**config.mk**
```make
export PLATFORM = sky130hd
export DESIGN_NAME = rcpc_sq_unit
export DESIGN_NICKNAME = d
export VERILOG_FILES = /design/src/hw/rtl/radius_connected_point_clustering_core_macros.svh /design/src/hw/rtl/rcpc_pkg.sv /design/src/hw/rtl/rcpc_sq_unit.sv
export SDC_FILE = /design/constraint.sdc
export NUM_CORES = 1
export LEC_CHECK = 0
export BUFFER_PORTS_ARGS = -buffer_cell sky130_fd_sc_hd__buf_2
export CAP_MARGIN = 20
export CORE_MARGIN = 4
export CORE_UTILIZATION = 25
export DETAILED_ROUTE_END_ITERATION = 8
export PLACE_DENSITY = 0.42
export SYNTH_ARGS = -nofsm -noshare
export SYNTH_HDL_FRONTEND = slang
export SYNTH_SLANG_ARGS = --single-unit
```
**constraint.sdc**
```tcl
create_clock -name clk_i -period 7.8 [get_ports clk_i]
set_clock_uncertainty 0.05 [all_clocks]
set_input_delay 1.56 -clock clk_i [delete_from_list [all_inputs] [get_ports clk_i]]
set_output_delay 1.56 -clock clk_i [all_outputs]
set_load 0.05 [all_outputs]
```
**src/hw/rtl/radius_connected_point_clustering_core_macros.svh**
```systemverilog
// assertion helpers for the clustering core
`ifndef RADIUS_CONNECTED_POINT_CLUSTERING_CORE_MACROS_SVH
`define RADIUS_CONNECTED_POINT_CLUSTERING_CORE_MACROS_SVH

`define RCPC_ASSERT_IMP(lbl, ante, cons, msg) \
  lbl: assert property (@(posedge clk_i) disable iff (!rst_ni) (ante) |-> (cons)) \
    else $error(msg);

`define RCPC_ASSERT_NXT(lbl, ante, cons, msg) \
  lbl: assert property (@(posedge clk_i) disable iff (!rst_ni) (ante) |=> (cons)) \
    else $error(msg);

`endif

```
**src/hw/rtl/rcpc_pkg.sv**
```systemverilog
package rcpc_pkg;

  localparam int unsigned MaxPointsDef = 4096;
  localparam int unsigned CoordBitsDef = 16;

  localparam int unsigned FieldCoordW = 16;
  localparam int unsigned FieldIdxW   = 12;
  localparam int unsigned FieldSizeW  = 13;
  localparam int unsigned CfgDataW    = 16;
  localparam int unsigned CfgIdxW     = 2;

  localparam logic [15:0] RadiusRst  = 16'd200;
  localparam logic [12:0] MinSizeRst = 13'd3;
  localparam logic [12:0] MaxSizeRst = 13'd4096;

  typedef enum logic [CfgIdxW-1:0] {
    CFG_RADIUS   = 2'd0,
    CFG_MIN_SIZE = 2'd1,
    CFG_MAX_SIZE = 2'd2
  } cfg_idx_e;

  localparam logic FUNC_LOAD = 1'b0;
  localparam logic FUNC_READ = 1'b1;
  localparam logic KIND_SUMMARY = 1'b0;
  localparam logic KIND_LABEL   = 1'b1;

  typedef struct packed {
    logic                   func;
    logic [FieldCoordW-1:0] x_cm;
    logic [FieldCoordW-1:0] y_cm;
    logic [FieldCoordW-1:0] z_cm;
    logic                   frame_end;
    logic [FieldIdxW-1:0]   query_index;
  } in_item_t;

  typedef struct packed {
    logic                  result_kind;
    logic [FieldIdxW-1:0]  point_index;
    logic [FieldIdxW-1:0]  cluster_id;
    logic [FieldSizeW-1:0] cluster_size;
    logic                  kept;
    logic [FieldSizeW-1:0] cluster_count;
  } out_item_t;

  typedef struct packed {
    logic mul_en;
    logic clr;
    logic acc_en;
  } sq_ctrl_t;

endpackage

```
**src/hw/rtl/rcpc_sq_unit.sv**
```systemverilog
module rcpc_sq_unit #(
  parameter int unsigned MW = 17
) (
  input  logic                clk_i,
  input  rcpc_pkg::sq_ctrl_t  ctrl_i,
  input  logic [MW-1:0]       a_i,
  output logic [2*MW-1:0]     prod_o,
  output logic [2*MW+1:0]     acc_o
);
  import rcpc_pkg::*;

  logic [2*MW-1:0] prod_q;
  logic [2*MW+1:0] acc_q;

  always_ff @(posedge clk_i) begin
    if (ctrl_i.clr) begin
      prod_q <= '0;
      acc_q  <= '0;
    end else begin
      if (ctrl_i.mul_en) prod_q <= a_i * a_i;
      if (ctrl_i.acc_en) acc_q <= acc_q + (2*MW+2)'(prod_q);
    end
  end

  assign prod_o = prod_q;
  assign acc_o  = acc_q;
endmodule

```
==> results.toml <==
[outcome]
outcome = "completed"

[floorplan]
start_util_pct = 25.31
dieArea_um2 = 54450
core_area_um2 = 50170
fp-row-count = 82
pin_count = 91
fp.dieH_um = 233.4
die_x_um = 233.4

[final_layout]
utilization_pct = 28.17
fin_nets = 1887
drive_gt1_share_pct = 8.458
areaGrowthSynthToFinish_pct = 11.31
fillers = 5454
n_antenna_cell = 0

[critical_path]
cp.required_ns = 8.05
cp_cell_sequence = "buf_2, and2_1, inv_1, fa_1, inv_1, fa_1, inv_1, fa_1, inv_1, fa_1, fa_1, inv_1, fa_1, inv_1, ha_1, a21oi_1, o21ai_0, o211ai_1, a21oi_1, nor2_1, or4_1, nand3_1"
cpPeakStageDelay_ns = 0.54
crit_path_top_delay_cell = "fa_1"
end_kind = "flop"
crit_type = "primary input to flop"
arrival_ns = 7.53
worstSetupStartpointType = "primary input"
critPathMaxFanout = 17

[clock_tree]
ctsHtreeMaxLevel = 3
clk_path_buf_depth = 2
cts_sinks = 69
cts_tree = "yes"
clockRootBuffer = "clkbuf_16"
cts_setup_buffers = 0
cts_buffers = 9
cts_resized = 0
clkTransAtPathRegs_ns = 0.06
hold_buffers = 0
worstSkewPairLatency_ns = 0.36

[place]
dp_hpwl_um = 28890
io_buffers = 89
place_congestion = 0.8228

[synthesis]
seq_area_frac_synth_pct = 10.88
ys_warn_count = 0
syn-num-nets = 1836
avgSynthCellArea_um2 = 8.573
synthArstFlopShare_pct = 0
synth-edff-count = 0
synth_cell_types = 69
ys.flop_type = "dfxtp_1"
yosys-top-cells-area = "fa_1 30%, ha_1 14%, dfxtp_1 11%"
netlist_area_um2 = 12700
yosysTopAreaCellShare_pct = 29.96
yosysTopAreaCell = "fa_1"
synthCells = 1481
ys_seq_elements = 69

[sta]
fin_crit_sh_pct = 93.45
slew_headroom_pct = 42.25
finalCriticalPeriod_ns = 7.289
setup_violations = 0
hold_violations = 0
tns_ns = 0
finalMaxSlewViolations = 0
worst_slew_pin_slew_ns = 0.8631
fmax_mhz = 137.2
rsz0062_at_grt = "no"

[routing]
wl_per_cell_um = 15.69
drtIter0Drc = 437
drt_wl_total_um = 34650
vias = 10016
drt-pass1-iter-count = 5
ant_nets = 0
vias_per_cell = 4.534
drc = 0

[global_routing]
globalRouteOverflowTotal = 0
grt_pass1_wl_um = 58040
grt_max_degree = 45
grt_pass1_vias = 10958
grt_usage_pct = 13.34
antenna_found_initial = 0

[hold_path]
hold_class = "flop to flop"

[run]
maxCapViolations = 0
-- metal layers --
layer	track usage [%]	part of all wire [%]
met5	0	0
met4	1.868	0.91
met3	2.134	2.8
met2	23.97	50
met1	17.23	46
-- flip-flops by register name, indices dropped and copies added, names as in the netlist --
register,cells
acc_o,36
prod_o,33
-- worst paths after layout --
| check | from | endpoint | slack, ns | depth (start not counted) |
|---|---|---|---|---|
| worst min register to register | acc_o[10] | acc_o[10] | 0.45 | 2 |
| worst max-delay path | a_i[7] | prod_o[29] | 0.51 | 22 |
| worst max register to register | prod_o[0] | acc_o[32] | 4.38 | 10 |
| worst min-delay path | acc_o[10] | acc_o[10] | 0.45 | 2 |
-- through the flow --
step / instance area [µm²] / std cells / worst slack [ns] / hold WS, ns
floorplan: 12700 / 1481 / 0.6588 / 0.6361
finish: 14130 / 2209 / 0.5110 / 0.4484
detailed placement: 13830 / 2193 / 0.1520 / 0.4458
CTS: 14130 / 2209 / 0.5172 / 0.4565
global route: 14130 / 2209 / 0.02885 / 0.4893
global placement: 13830 / 2193 / 0.1991 / 0.4258
-- placed cells by master, fill, tap and decap left out, types with 34 or more instances in the layout --
| cell | instances |
|---|---|
| a21o_1 | 35 |
| a21oi_1 | 67 |
| and2_1 | 63 |
| buf_2 | 89 |
| dfxtp_1 | 69 |
| fa_1 | 190 |
| ha_1 | 144 |
| inv_1 | 287 |
| nand2_1 | 131 |
| nor2_1 | 85 |
| o21ai_0 | 36 |
| xnor2_1 | 34 |
-- cells by family after synthesis --
family | synth area share [%]
AND/OR/NAND/NOR | 15.29
buffers and inverters | 10.46
adder cells (fa/ha/maj) | 44.15
AO/OA/AOI/OAI | 13.56
flip-flops | 10.88
XOR/XNOR | 3.173
multiplexers | 2.464
other | 0.02954
-- synthesized netlist by cell type (4+ instances only) --
cell type	instances
a21o_1	35
a21oi_1	67
ha_1	144
nor2b_1	8
nor2_1	85
dfxtp_1	69
nand2_1	131
or2_2	4
a31oi_1	11
nor3b_1	9
nand3_1	21
and2_1	63
fa_1	190
or4_1	5
mux2i_1	29
a211oi_1	17
nor3_1	15
o21a_1	14
nand2b_1	8
or3_1	6
clkbuf_1	46
a211o_1	8
o22ai_1	4
buf_1	7
nand3b_1	5
and3_1	11
xnor2_1	34
o211ai_1	9
nand4_1	13
xor2_1	12
o31ai_1	6
o21bai_1	10
buf_2	7
o21ai_0	36
inv_1	287
-- final cells by class --
class	count	area (µm²)	area share (%)
clock buffer	9	225.2	1.594
clock inverter	7	73.82	0.5224
inverter	288	1081	7.649
multi-input combinational	1062	9987	70.67
sequential	69	1381	9.774
tap	672	840.8	5.950
timing repair buffer	102	543.0	3.842
-- critical path: cells and delay by family --
| family | cells | cell delay (ns) |
|---|---|---|
| adder cells (fa/ha/maj) | 7 | 3.28 |
| AO/OA/AOI/OAI | 4 | 1.02 |
| AND/OR/NAND/NOR | 4 | 0.94 |
| buffers and inverters | 7 | 0.71 |
Power is left out: the tool's default activity adds up to more than one toggle a clock period on the data nets, which glitch-free logic cannot reach.
